## src/rtl/rcrf_pkg.sv

```systemverilog
// rcrf_pkg: shared types and constants for the rectangular collimator ray filter
// used by every rtl file through scoped names
`default_nettype none
package rcrf_pkg;

    localparam int HistW  = 48;
    localparam int ProdW  = 64;   // |d| (32 bit) times dz (33 bit) fits in 64 bit
    localparam int DivW   = 64;   // quotient width
    localparam int DivCntW = 7;

    localparam logic [HistW-1:0] HistMax = {HistW{1'b1}};

    localparam logic [2:0] CFG_Z_ENTRY = 3'd0;
    localparam logic [2:0] CFG_Z_EXIT  = 3'd1;
    localparam logic [2:0] CFG_EN_WX   = 3'd2;
    localparam logic [2:0] CFG_EN_WY   = 3'd3;
    localparam logic [2:0] CFG_EX_WX   = 3'd4;
    localparam logic [2:0] CFG_EX_WY   = 3'd5;

    typedef struct packed {
        logic signed [31:0] pos_x;
        logic signed [31:0] pos_y;
        logic signed [31:0] pos_z;
        logic signed [31:0] dir_u;
        logic signed [31:0] dir_v;
        logic signed [31:0] dir_w;
        logic [47:0]        hist_increment;
    } in_word_t;

    typedef struct packed {
        logic signed [31:0] out_x;
        logic signed [31:0] out_y;
        logic signed [31:0] out_z;
        logic signed [31:0] out_u;
        logic signed [31:0] out_v;
        logic signed [31:0] out_w;
        logic [47:0]        out_hist_increment;
    } out_word_t;

    // controller to datapath
    typedef struct packed {
        logic load;        // capture input word
        logic sel_exit;    // 1: project to exit plane, 0: entry plane
        logic sel_y;       // 1: y coordinate, 0: x
        logic mul_start;   // start the divider on the registered product
        logic chk;         // check result of the division, update ok flag
        logic clr_ok;      // set ok flag before a plane
        logic save;        // store projected coordinate for output
        logic emit;        // write output register and clear pending
        logic drop;        // add increment to pending
    } dp_cmd_t;

    // datapath to controller
    typedef struct packed {
        logic w_nonneg;
        logic below_exit;  // z <= z_exit
        logic above_entry; // z > z_entry
        logic div_done;
        logic ok;
        logic out_busy;
    } dp_stat_t;

endpackage
`default_nettype wire

```

## src/rtl/rcrf_div.sv

```systemverilog
// rcrf_div: restoring divider, one quotient bit per cycle
// uses rcrf_pkg widths
`default_nettype none
module rcrf_div (
    input  wire logic                      aclk,
    input  wire logic                      aresetn,
    input  wire logic                      start,
    input  wire logic [rcrf_pkg::ProdW-1:0] dividend,
    input  wire logic [31:0]               divisor,
    output logic                           done,
    output logic [rcrf_pkg::DivW-1:0]      quotient
);
    logic [rcrf_pkg::DivW-1:0]    q_reg, q_next;
    logic [32:0]                  r_reg, r_next;
    logic [31:0]                  d_reg, d_next;
    logic [rcrf_pkg::DivCntW-1:0] cnt_reg, cnt_next;
    logic                         busy_reg, busy_next;
    logic                         done_reg, done_next;
    logic [33:0]                  trial;

    always_comb begin
        q_next    = q_reg;
        r_next    = r_reg;
        d_next    = d_reg;
        cnt_next  = cnt_reg;
        busy_next = busy_reg;
        done_next = 1'b0;
        trial     = '0;
        if (start) begin
            q_next    = dividend;
            r_next    = '0;
            d_next    = divisor;
            cnt_next  = '0;
            busy_next = 1'b1;
        end else if (busy_reg) begin
            trial = {r_reg, q_reg[rcrf_pkg::DivW-1]} - {2'b00, d_reg};
            if (!trial[33]) begin
                r_next = trial[32:0];
                q_next = {q_reg[rcrf_pkg::DivW-2:0], 1'b1};
            end else begin
                r_next = {r_reg[31:0], q_reg[rcrf_pkg::DivW-1]};
                q_next = {q_reg[rcrf_pkg::DivW-2:0], 1'b0};
            end
            cnt_next = cnt_reg + 1'b1;
            if (cnt_reg == rcrf_pkg::DivCntW'(rcrf_pkg::DivW - 1)) begin
                busy_next = 1'b0;
                done_next = 1'b1;
            end
        end
    end

    always_ff @(posedge aclk) begin
        if (!aresetn) begin
            busy_reg <= 1'b0;
            done_reg <= 1'b0;
        end else begin
            busy_reg <= busy_next;
            done_reg <= done_next;
        end
        q_reg   <= q_next;
        r_reg   <= r_next;
        d_reg   <= d_next;
        cnt_reg <= cnt_next;
    end

    assign done     = done_reg;
    assign quotient = q_reg;
endmodule
`default_nettype wire

```

## src/rtl/rcrf_datapath.sv

```systemverilog
// rcrf_datapath: input capture, projection multiply, divider, aperture test,
// pending history and output register; uses rcrf_pkg and rcrf_div
`default_nettype none
module rcrf_datapath (
    input  wire logic                aclk,
    input  wire logic                aresetn,
    input  wire logic                cfg_we,
    input  wire logic [2:0]          cfg_idx,
    input  wire logic [31:0]         cfg_data,
    input  wire rcrf_pkg::in_word_t  s_word,
    input  wire rcrf_pkg::dp_cmd_t   cmd,
    output rcrf_pkg::dp_stat_t       stat,
    input  wire logic                m_ready,
    output logic                     m_valid,
    output rcrf_pkg::out_word_t      m_word
);
    logic signed [31:0] z_entry_reg, z_exit_reg;
    logic [30:0]        en_wx_reg, en_wy_reg, ex_wx_reg, ex_wy_reg;
    rcrf_pkg::in_word_t in_reg;
    logic [47:0]        pend_reg;
    logic [63:0]        prod_reg;
    logic signed [31:0] px_reg;
    logic               ok_reg;
    rcrf_pkg::out_word_t out_reg;
    logic               ovalid_reg;

    logic signed [31:0] zpl, coord, dsel;
    logic [32:0]        dz;
    logic [31:0]        dmag, wmag;
    logic [63:0]        q;
    logic               div_done;
    logic signed [65:0] r;
    logic [65:0]        rmag;
    logic [30:0]        width;
    logic               in_ap;
    logic [48:0]        hsum;

    always_ff @(posedge aclk) begin
        if (!aresetn) begin
            z_entry_reg <= '0;
            z_exit_reg  <= '0;
            en_wx_reg   <= '0;
            en_wy_reg   <= '0;
            ex_wx_reg   <= '0;
            ex_wy_reg   <= '0;
        end else if (cfg_we) begin
            unique case (cfg_idx)
                rcrf_pkg::CFG_Z_ENTRY: z_entry_reg <= cfg_data;
                rcrf_pkg::CFG_Z_EXIT:  z_exit_reg  <= cfg_data;
                rcrf_pkg::CFG_EN_WX:   en_wx_reg   <= cfg_data[30:0];
                rcrf_pkg::CFG_EN_WY:   en_wy_reg   <= cfg_data[30:0];
                rcrf_pkg::CFG_EX_WX:   ex_wx_reg   <= cfg_data[30:0];
                rcrf_pkg::CFG_EX_WY:   ex_wy_reg   <= cfg_data[30:0];
                default: ;
            endcase
        end
    end

    assign zpl   = cmd.sel_exit ? z_exit_reg : z_entry_reg;
    // dz is positive whenever the projection is used
    assign dz    = 33'({in_reg.pos_z[31], in_reg.pos_z} - {zpl[31], zpl});
    assign coord = cmd.sel_y ? in_reg.pos_y : in_reg.pos_x;
    assign dsel  = cmd.sel_y ? in_reg.dir_v : in_reg.dir_u;
    assign dmag  = dsel[31] ? 32'(-dsel) : dsel;
    assign wmag  = 32'(-in_reg.dir_w);

    rcrf_div u_div (
        .aclk     (aclk),
        .aresetn  (aresetn),
        .start    (cmd.mul_start),
        .dividend (prod_reg),
        .divisor  (wmag),
        .done     (div_done),
        .quotient (q)
    );

    // quotient is below 2^63, so the 66 bit sum is exact
    assign r = dsel[31] ? ({{34{coord[31]}}, coord} + {2'b00, q})
                        : ({{34{coord[31]}}, coord} - {2'b00, q});
    assign rmag  = r[65] ? 66'(-r) : 66'(r);
    always_comb begin
        unique case ({cmd.sel_exit, cmd.sel_y})
            2'b00:   width = en_wx_reg;
            2'b01:   width = en_wy_reg;
            2'b10:   width = ex_wx_reg;
            default: width = ex_wy_reg;
        endcase
    end
    assign in_ap = (r >= -66'sd2147483648) && (r <= 66'sd2147483647) &&
                   ({rmag[64:0], 1'b0} < {35'd0, width});

    assign hsum = {1'b0, in_reg.hist_increment} + {1'b0, pend_reg};

    always_ff @(posedge aclk) begin
        if (!aresetn) begin
            pend_reg   <= '0;
            ovalid_reg <= 1'b0;
        end else begin
            if (cmd.drop)
                pend_reg <= hsum[48] ? rcrf_pkg::HistMax : hsum[47:0];
            else if (cmd.emit)
                pend_reg <= '0;
            if (cmd.emit)
                ovalid_reg <= 1'b1;
            else if (m_ready)
                ovalid_reg <= 1'b0;
        end
        if (cmd.load)
            in_reg <= s_word;
        // the multiply stage: 32 by 33 bit product, registered every cycle and settled before the divider start
        prod_reg <= 64'(dmag * {31'd0, dz});
        if (cmd.clr_ok)
            ok_reg <= 1'b1;
        else if (cmd.chk)
            ok_reg <= ok_reg & in_ap;
        if (cmd.save)
            px_reg <= r[31:0];
        if (cmd.emit) begin
            out_reg.out_u <= in_reg.dir_u;
            out_reg.out_v <= in_reg.dir_v;
            out_reg.out_w <= in_reg.dir_w;
            out_reg.out_hist_increment <= hsum[48] ? rcrf_pkg::HistMax : hsum[47:0];
            if (stat.below_exit) begin
                out_reg.out_x <= in_reg.pos_x;
                out_reg.out_y <= in_reg.pos_y;
                out_reg.out_z <= in_reg.pos_z;
            end else begin
                out_reg.out_x <= px_reg;
                out_reg.out_y <= r[31:0];
                out_reg.out_z <= z_exit_reg;
            end
        end
    end

    assign stat.w_nonneg    = !in_reg.dir_w[31];
    assign stat.below_exit  = !(in_reg.pos_z > z_exit_reg);
    assign stat.above_entry = in_reg.pos_z > z_entry_reg;
    assign stat.div_done    = div_done;
    assign stat.ok          = ok_reg && !(cmd.chk && !in_ap);
    assign stat.out_busy    = ovalid_reg && !m_ready;
    assign m_valid = ovalid_reg;
    assign m_word  = out_reg;
endmodule
`default_nettype wire

```

## src/rtl/rcrf_ctrl.sv

```systemverilog
// rcrf_ctrl: sequencer for one particle: decide, project x and y per plane, emit or drop
// uses rcrf_pkg command and status structs
`default_nettype none
module rcrf_ctrl (
    input  wire logic               aclk,
    input  wire logic               aresetn,
    input  wire logic               s_valid,
    output logic                    s_ready,
    input  wire rcrf_pkg::dp_stat_t stat,
    output rcrf_pkg::dp_cmd_t       cmd
);
    localparam logic [3:0] ST_IDLE  = 4'd0;
    localparam logic [3:0] ST_DEC   = 4'd1;
    localparam logic [3:0] ST_MUL   = 4'd2;
    localparam logic [3:0] ST_START = 4'd3;
    localparam logic [3:0] ST_DIV   = 4'd4;
    localparam logic [3:0] ST_NEXT  = 4'd5;
    localparam logic [3:0] ST_EMIT  = 4'd6;
    localparam logic [3:0] ST_DROP  = 4'd7;

    logic [3:0] state_reg, state_next;
    logic       exit_reg, exit_next;
    logic       y_reg, y_next;

    always_comb begin
        state_next = state_reg;
        exit_next  = exit_reg;
        y_next     = y_reg;
        cmd        = '0;
        cmd.sel_exit = exit_reg;
        cmd.sel_y    = y_reg;
        s_ready    = 1'b0;
        unique case (state_reg)
            ST_IDLE: begin
                s_ready = 1'b1;
                if (s_valid) begin
                    cmd.load   = 1'b1;
                    state_next = ST_DEC;
                end
            end
            ST_DEC: begin
                cmd.clr_ok = 1'b1;
                y_next     = 1'b0;
                if (stat.w_nonneg)
                    state_next = ST_DROP;
                else if (stat.below_exit)
                    state_next = ST_EMIT;
                else begin
                    exit_next  = !stat.above_entry;
                    state_next = ST_MUL;
                end
            end
            ST_MUL:   state_next = ST_START;  // product registers here
            ST_START: begin
                cmd.mul_start = 1'b1;
                state_next    = ST_DIV;
            end
            ST_DIV: begin
                if (stat.div_done) begin
                    cmd.chk  = 1'b1;
                    cmd.save = !y_reg;
                    if (!stat.ok)
                        state_next = ST_DROP;
                    else if (!y_reg) begin
                        y_next     = 1'b1;
                        state_next = ST_MUL;
                    end else if (!exit_reg)
                        state_next = ST_NEXT;
                    else
                        state_next = ST_EMIT;
                end
            end
            ST_NEXT: begin
                exit_next  = 1'b1;
                y_next     = 1'b0;
                cmd.clr_ok = 1'b1;
                state_next = ST_MUL;
            end
            ST_EMIT: begin
                // after a projection, the divider quotient of the exit y coordinate is still held
                cmd.sel_exit = 1'b1;
                cmd.sel_y    = 1'b1;
                if (!stat.out_busy) begin
                    cmd.emit   = 1'b1;
                    state_next = ST_IDLE;
                end
            end
            ST_DROP: begin
                cmd.drop   = 1'b1;
                state_next = ST_IDLE;
            end
            default: state_next = ST_IDLE;
        endcase
    end

    always_ff @(posedge aclk) begin
        if (!aresetn) begin
            state_reg <= ST_IDLE;
            exit_reg  <= 1'b0;
            y_reg     <= 1'b0;
        end else begin
            state_reg <= state_next;
            exit_reg  <= exit_next;
            y_reg     <= y_next;
        end
    end
endmodule
`default_nettype wire

```

## src/rtl/rectangular_collimator_ray_filter_core.sv

```systemverilog
// Rectangular collimator ray filter: one particle word in, zero or one word out.
// A particle is dropped early or passed below the exit plane without a
// projection, projected to the exit plane only, or also projected to the entry
// plane first: each projected coordinate runs one pass of the shared 64 step
// bit-serial divider. The output register
// holds a finished word while the next particle is already being worked on.
// Depends on rcrf_pkg, rcrf_ctrl, rcrf_datapath and rcrf_div.
`default_nettype none
module rectangular_collimator_ray_filter_core (
    input  wire logic                aclk,
    input  wire logic                aresetn,
    input  wire logic                cfg_we,
    input  wire logic [2:0]          cfg_index,
    input  wire logic [31:0]         cfg_data,
    input  wire logic                s_valid,
    output logic                     s_ready,
    input  wire rcrf_pkg::in_word_t  s_data,
    output logic                     m_valid,
    input  wire logic                m_ready,
    output rcrf_pkg::out_word_t      m_data
);
    rcrf_pkg::dp_cmd_t  cmd;
    rcrf_pkg::dp_stat_t stat;

    rcrf_ctrl u_ctrl (
        .aclk    (aclk),
        .aresetn (aresetn),
        .s_valid (s_valid),
        .s_ready (s_ready),
        .stat    (stat),
        .cmd     (cmd)
    );

    rcrf_datapath u_dp (
        .aclk    (aclk),
        .aresetn (aresetn),
        .cfg_we  (cfg_we),
        .cfg_idx (cfg_index),
        .cfg_data(cfg_data),
        .s_word  (s_data),
        .cmd     (cmd),
        .stat    (stat),
        .m_ready (m_ready),
        .m_valid (m_valid),
        .m_word  (m_data)
    );
endmodule
`default_nettype wire

```

## config.mk

```make
export PLATFORM = sky130hd
export DESIGN_NAME = rectangular_collimator_ray_filter_core
export DESIGN_NICKNAME = d
export VERILOG_FILES = /design/src/rtl/rcrf_pkg.sv /design/src/rtl/rcrf_div.sv /design/src/rtl/rcrf_datapath.sv /design/src/rtl/rcrf_ctrl.sv /design/src/rtl/rectangular_collimator_ray_filter_core.sv
export SDC_FILE = /design/constraint.sdc
export NUM_CORES = 2
export LEC_CHECK = 0
export BUFFER_PORTS_ARGS = -buffer_cell sky130_fd_sc_hd__buf_2
export CORE_MARGIN = 3
export CORE_UTILIZATION = 45
export CTS_BUF_LIST = sky130_fd_sc_hd__clkbuf_16
export DETAILED_ROUTE_END_ITERATION = 8
export GPL_TIMING_DRIVEN = 0
export MAX_ROUTING_LAYER = met4
export PLACE_DENSITY = 0.65
export SYNTH_ARGS = -nofsm -noshare
export SYNTH_HDL_FRONTEND = slang
export SYNTH_HIERARCHICAL = 1
export SYNTH_SLANG_ARGS = --single-unit
```

## constraint.sdc

```tcl
create_clock -name aclk -period 22.4 [get_ports aclk]
set_input_delay 5.6 -clock aclk [delete_from_list [all_inputs] [get_ports aclk]]
set_output_delay 5.6 -clock aclk [all_outputs]
set_load 0.02 [all_outputs]
```

; ---- Word level (Yosys, flattened, before mapping)
; Cells that the tools add are included.
[totals]
reg_bits = 958
wordCells = 151
[classes]
addsub = 9
mul = 1
magnitude_cmp = 5
eq_ne = 21
mux = 49
bitwise = 3
n_reduce_logical = 29
[op_table]
columns = operator, n
row1 = $mux W48, 3
row2 = $mux W32, 4
row3 = $mux W64, 2
row4 = $mux W96, 1
row5 = $pmux W31 S3, 1
row6 = $add A32 B65 Y66, 1
row7 = $ge A66 B32 Y1 const B, 1
row8 = $le A66 B32 Y1 const B, 1
row9 = $lt A66 B31 Y1, 1
row10 = $mux W66, 1
row11 = $sub A32 B65 Y66, 1
row12 = $mux W65, 1
row13 = $neg A65 Y65, 1
row14 = $gt A32 B32 Y1, 2
row15 = $mul A32 B33 Y64, 1
row16 = $neg A32 Y32, 2
row17 = $add A48 B48 Y49, 1
row18 = $sub A34 B32 Y34, 1
row19 = $mux W33, 1
row20 = $sub A32 B32 Y33, 1
row21 = $pmux W4 S7, 1
row22 = $mux W1, 23
row23 = $eq A4 B3 Y1 const B, 4
row24 = $mux W4, 4
row25 = 26 further kinds, 57

; ---- Logic depth before layout (Yosys ltp)
[depth]
depth_word = 16
ltp_mapped = 58
ltp_nobuf = 49

; ---- Hierarchy
; Netlist, hierarchy kept.
[modules_own_cells]
columns = mod, n_inst, cells_per_inst, area_per_inst_um2
row1 = rcrf_datapath, 1, 7854, 75792.7
row2 = rcrf_div, 1, 716, 7762.4
row3 = rcrf_ctrl, 1, 47, 396.6

; ---- Worst setup path before layout
; No wires, ideal clock.
[synth_path]
kind = input port to flip-flop
startpoint = input m_ready
endpoint = register u_dp.pend_reg[25]
setup_time_ns = 0.117
arrival_time_ns = 17.214
required_ns = 22.283
slack_ns = 5.069
path_stages = 6
path_buffers = 2
path_cell_list = nor2b_1 nor2_1 nor3b_1 clkbuf_1 clkbuf_1 a22o_1
[synth_lines]
columns = element, line
row1 = from (decl), rectangular_collimator_ray_filter_core.sv:19  ; input wire logic m_ready,
row2 = to (signal assigned), rcrf_datapath.sv:100  ; pend_reg <= hsum[48] ? rcrf_pkg::HistMax : hsum[47:0];
row3 = to (decl), rcrf_datapath.sv:20  ; logic [47:0] pend_reg;

==> report_table.html <==
<table>
<tr><th>Metric</th><th>Value</th></tr>
<tr><th colspan="2">Logic synthesis</th></tr>
<tr><td>Proportion of synthesized chip area in sequential cells</td><td>0.301</td></tr>
<tr><td>Area share of the largest cell type after synthesis</td><td>0.222</td></tr>
<tr><td>Ranking of synthesized cells by area</td><td>sky130_fd_sc_hd__fa_1 (22%), sky130_fd_sc_hd__edfxtp_1 (22%), sky130_fd_sc_hd__dfxtp_1 (8.3%)</td></tr>
<tr><td>Count of unique library cells instantiated by Yosys</td><td>118</td></tr>
<tr><td>Leading area contributor after synthesis</td><td>sky130_fd_sc_hd__fa_1</td></tr>
<tr><td>Synth warnings</td><td>6</td></tr>
<tr><td>Async set or reset register ratio after synthesis</td><td>0</td></tr>
<tr><td>Yosys reg bits</td><td>957</td></tr>
<tr><td>Post-synth EDFFs</td><td>608</td></tr>
<tr><td>Number of nets produced by synthesis</td><td>10,400</td></tr>
<tr><td>Per-instance average area after synthesis</td><td>9.74 um^2</td></tr>
<tr><td>Top flip-flop cell by instance count after synthesis</td><td>sky130_fd_sc_hd__edfxtp_1</td></tr>
<tr><td>Number of cells produced by synthesis</td><td>8,617</td></tr>
<tr><td>Combined area of all synthesized cells</td><td>0.0840 mm^2</td></tr>
<tr><th colspan="2">CTS</th></tr>
<tr><td>TritonCTS clock tree</td><td>done</td></tr>
<tr><td>Clock transition time at the flip-flop clock pins of the worst setup and hold paths</td><td>70 ps</td></tr>
<tr><td>Total number of H-tree levels</td><td>3</td></tr>
<tr><td>Clock insertion delay at the later pin of the skew report</td><td>810 ps</td></tr>
<tr><td>Cts bufs inserted</td><td>103</td></tr>
<tr><td>Clock root buffer</td><td>sky130_fd_sc_hd__clkbuf_16</td></tr>
<tr><td>Number of clock sinks</td><td>957</td></tr>
<tr><td>Number of buffers inserted to repair setup after CTS</td><td>0</td></tr>
<tr><td>Resize count post-CTS</td><td>0</td></tr>
<tr><td>Clock tree buffer depth</td><td>3</td></tr>
<tr><td>Hold buffer count at cts</td><td>0</td></tr>
<tr><th colspan="2">Floorplanning</th></tr>
<tr><td>Chip Height</td><td>438 um</td></tr>
<tr><td>Number of rows created at floorplan</td><td>157</td></tr>
<tr><td>Die outline area</td><td>0.192 mm^2</td></tr>
<tr><td>Initial core utilization</td><td>0.456</td></tr>
<tr><td>Core Area</td><td>0.184 mm^2</td></tr>
<tr><td>Die X</td><td>438 um</td></tr>
<tr><td>Number of placed I/O pins</td><td>522</td></tr>
<tr><th colspan="2">Worst setup path</th></tr>
<tr><td>CP startpoint kind</td><td>flip-flop</td></tr>
<tr><td>CP Max Fanout</td><td>10</td></tr>
<tr><td>WS Path Type</td><td>reg -&gt; reg</td></tr>
<tr><td>Library cell appearing most often on the critical path</td><td>sky130_fd_sc_hd__fa_1</td></tr>
<tr><td>Crit path capture type</td><td>flip-flop</td></tr>
<tr><td>Crit path from</td><td>u_ctrl/state_reg[1]</td></tr>
<tr><td>Critical path arrival</td><td>20,720 ps</td></tr>
<tr><td>Worst setup slack for register-to-register paths</td><td>2320 ps</td></tr>
<tr><td>Path depth of the worst reg2reg path</td><td>53</td></tr>
<tr><td>Worst path slowest cell</td><td>sky130_fd_sc_hd__xor2_1</td></tr>
<tr><td>Max incr delay on CP</td><td>1080 ps</td></tr>
<tr><td>Reg2Reg Launch Point</td><td>u_ctrl/state_reg[1]</td></tr>
<tr><td>R2R Path End</td><td>u_dp/prod_reg[62]</td></tr>
<tr><td>Worst setup path endpoint</td><td>u_dp/prod_reg[62]</td></tr>
<tr><td>Required time worst endpoint</td><td>23,040 ps</td></tr>
<tr><th colspan="2">Global route</th></tr>
<tr><td>Antenna violations before repair</td><td>16</td></tr>
<tr><td>Number of global-route vias before repair</td><td>67,900</td></tr>
<tr><td>Largest net degree at the start of global routing</td><td>67</td></tr>
<tr><td>Global-route wire length before repair</td><td>444 mm</td></tr>
<tr><td>Overall track demand over capacity in global routing</td><td>0.321</td></tr>
<tr><td>GR Overflow Total</td><td>0</td></tr>
<tr><th colspan="2">Flow run</th></tr>
<tr><td>MaxCap Viol Count</td><td>11</td></tr>
<tr><th colspan="2">Timing</th></tr>
<tr><td>Max Clock Freq</td><td>0.0498 GHz</td></tr>
<tr><td>Shortest clock period the worst path allows after layout</td><td>20,080 ps</td></tr>
<tr><td>Aggregate negative setup slack</td><td>0 ps</td></tr>
<tr><td>Unrepaired setup endpoints after global routing</td><td>no</td></tr>
<tr><td>Worst-case setup margin in the final layout</td><td>2320 ps</td></tr>
<tr><td>Slew headroom</td><td>-0.117</td></tr>
<tr><td>Tightest Pin Transition</td><td>1670 ps</td></tr>
<tr><td>Max Transition Viols Final</td><td>68</td></tr>
<tr><td>Total count of hold-check failures in the final report</td><td>0</td></tr>
<tr><td>Worst clock skew</td><td>83.6 ps</td></tr>
<tr><td>Setup violators final</td><td>0</td></tr>
<tr><td>Period utilisation layout</td><td>0.896</td></tr>
<tr><th colspan="2">Worst hold path</th></tr>
<tr><td>Worst hold start</td><td>u_dp/in_reg[103]</td></tr>
<tr><td>Path type of the worst min-delay path</td><td>reg -&gt; reg</td></tr>
<tr><th colspan="2">Placed design</th></tr>
<tr><td>Instance area after placement</td><td>0.0905 mm^2</td></tr>
<tr><td>Setup slack after placement</td><td>2740 ps</td></tr>
<tr><td>Routability-driven placement congestion ratio</td><td>1.05</td></tr>
<tr><td>Port bufs</td><td>521</td></tr>
<tr><td>Detailed placement HPWL</td><td>245 mm</td></tr>
<tr><th colspan="2">Routing</th></tr>
<tr><td>Wire length reported by the detailed router</td><td>302 mm</td></tr>
<tr><td>Routed len/inst</td><td>25.5 um</td></tr>
<tr><td>Number of violations reported at the end of detailed-routing iteration 0</td><td>6,029</td></tr>
<tr><td>Number of detailed-routing iterations run before antenna repair</td><td>6</td></tr>
<tr><td>Post-route ant nets</td><td>0</td></tr>
<tr><td>Remaining design rule violation count</td><td>0</td></tr>
<tr><td>Vias per cell</td><td>5.69</td></tr>
<tr><td>Total via count in the routed design</td><td>67,400</td></tr>
<tr><th colspan="2">Status</th></tr>
<tr><td>Failing checks</td><td>max-capacitance violations, max-slew violations</td></tr>
<tr><td>Result of the run</td><td>complete, but fails checks</td></tr>
<tr><th colspan="2">Cells and area</th></tr>
<tr><td>Fraction of final layout cells sized beyond drive strength 1</td><td>0.118</td></tr>
<tr><td>Non-Filler Cell Area, Final</td><td>0.0942 mm^2</td></tr>
<tr><td>Synthesis-to-finish area growth</td><td>12.2%</td></tr>
<tr><td>Total number of nets in the final design</td><td>11,000</td></tr>
</table>
## final cells by class
type | instances | area [um^2]
fill | 17100 | 90000
sequential | 957 | 25200
clock buffer | 105 | 2630
clock inverter | 89 | 1040
antenna | 15 | 37.5
timing repair buffer | 554 | 3190
tap | 2464 | 3080
multi-input combinational | 6151 | 53200
buffer | 381 | 1520
inverter | 1128 | 4240
## per-layer routing
metal,vias up,global-route usage,share of wire
met5,-,-,0
met4,0,0.136,0.052
met3,660,0.0680,0.091
met2,3107,0.490,0.45
met1,33700,0.416,0.41
li1,30000,-,-
## stage by stage
| step | hold WS [ps] | util | cells |
|---|---|---|---|
| finish | 446 | 0.511 | 11800 |
| global route | 466 | 0.511 | 11800 |
| CTS | 452 | 0.511 | 11800 |
| detailed placement | 437 | 0.491 | 11600 |
| global placement | 437 | 0.487 | 11600 |
| floorplan | 417 | - | 8617 |
## cells in the final DEF, fill, tap and decap left out, types with 27 or more instances in the layout
| cell | n |
|---|---|
| sky130_fd_sc_hd__o31ai_1 | 31 |
| sky130_fd_sc_hd__or3_1 | 38 |
| sky130_fd_sc_hd__and3_1 | 42 |
| sky130_fd_sc_hd__mux2i_1 | 48 |
| sky130_fd_sc_hd__dfxtp_1 | 349 |
| sky130_fd_sc_hd__buf_2 | 546 |
| sky130_fd_sc_hd__and2_1 | 34 |
| sky130_fd_sc_hd__mux2_2 | 156 |
| sky130_fd_sc_hd__o21ai_0 | 259 |
| sky130_fd_sc_hd__a21oi_1 | 273 |
| sky130_fd_sc_hd__nand3_1 | 97 |
| sky130_fd_sc_hd__o21a_1 | 56 |
| sky130_fd_sc_hd__or2_2 | 53 |
| sky130_fd_sc_hd__a22o_1 | 47 |
| sky130_fd_sc_hd__a311oi_1 | 30 |
| sky130_fd_sc_hd__nand2_1 | 1090 |
| sky130_fd_sc_hd__edfxtp_1 | 608 |
| sky130_fd_sc_hd__fa_1 | 929 |
| sky130_fd_sc_hd__clkbuf_1 | 325 |
| sky130_fd_sc_hd__mux4_2 | 31 |
| sky130_fd_sc_hd__nor2b_1 | 53 |
| sky130_fd_sc_hd__inv_1 | 1139 |
| sky130_fd_sc_hd__clkbuf_16 | 105 |
| sky130_fd_sc_hd__a211oi_1 | 31 |
| sky130_fd_sc_hd__o21bai_1 | 29 |
| sky130_fd_sc_hd__o21ai_1 | 32 |
| sky130_fd_sc_hd__nor3_1 | 101 |
| sky130_fd_sc_hd__a21o_1 | 129 |
| sky130_fd_sc_hd__xor2_1 | 121 |
| sky130_fd_sc_hd__nor2_1 | 872 |
| sky130_fd_sc_hd__xnor2_1 | 221 |
| sky130_fd_sc_hd__a21boi_0 | 202 |
| sky130_fd_sc_hd__ha_1 | 535 |
| sky130_fd_sc_hd__nand4_1 | 64 |
| sky130_fd_sc_hd__nand2b_1 | 105 |
| sky130_fd_sc_hd__o211ai_1 | 27 |
| sky130_fd_sc_hd__nor4_1 | 34 |
| sky130_fd_sc_hd__a31oi_1 | 27 |
## synthesized netlist by cell type (34+ instances only)
master                     count
sky130_fd_sc_hd__or3_1        38
sky130_fd_sc_hd__a21oi_1     274
sky130_fd_sc_hd__or2_2        53
sky130_fd_sc_hd__o21a_1       56
sky130_fd_sc_hd__clkbuf_1    325
sky130_fd_sc_hd__nand2_1    1091
sky130_fd_sc_hd__fa_1        929
sky130_fd_sc_hd__mux2i_1      49
sky130_fd_sc_hd__nor3_1      101
sky130_fd_sc_hd__nand2b_1    105
sky130_fd_sc_hd__inv_1      1126
sky130_fd_sc_hd__and2_1       35
sky130_fd_sc_hd__nand3_1      97
sky130_fd_sc_hd__xnor2_1     243
sky130_fd_sc_hd__a22o_1       47
sky130_fd_sc_hd__edfxtp_1    608
sky130_fd_sc_hd__nor4_1       34
sky130_fd_sc_hd__dfxtp_1     349
sky130_fd_sc_hd__mux2_2      156
sky130_fd_sc_hd__a21o_1      129
sky130_fd_sc_hd__xor2_1      132
sky130_fd_sc_hd__nor2_1      874
sky130_fd_sc_hd__ha_1        535
sky130_fd_sc_hd__nand4_1      64
sky130_fd_sc_hd__nor2b_1      54
sky130_fd_sc_hd__o21ai_0     259
sky130_fd_sc_hd__a21boi_0    202
sky130_fd_sc_hd__and3_1       42
## logic make-up (layout without fill, tap and decap cells)
family / after synthesis / after routing / synth area share
simple gates: 2689 / 2689 / 0.142
buf+inv: 1509 / 2257 / 0.0685
other cells: 0 / 15 / 0
mux: 236 / 236 / 0.0351
xor+xnor: 376 / 376 / 0.0393
flops: 957 / 957 / 0.301
fa+ha+maj: 1464 / 1464 / 0.301
compound gates: 1386 / 1386 / 0.113
## worst min-delay path by stage
stage                       end  slack, ps  cells after the start
6_report       u_dp/m_word[103]        450                      0
5_1_grt        u_dp/m_word[133]        470                      0
4_1_cts         u_dp/m_word[95]        450                      0
3_5_place_dp    u_dp/m_word[95]        440                      0
3_3_place_gp    u_dp/m_word[95]        440                      0
2_1_floorplan   u_dp/m_word[95]        420                      0
## worst max-delay path: cells and delay by family (launching register included)
family                   cells  cell delay [ps]
AO/OA/AOI/OAI               11             3160
XOR/XNOR                     1             1080
adder cells (fa/ha/maj)     10             5180
buffers and inverters       17             6400
flip-flops                   1              440
multiplexers                 1              520
AND/OR/NAND/NOR             13             3060
Power is not shown: default switching activity piles up to over one toggle a cycle in this logic, so the estimate is an artifact.
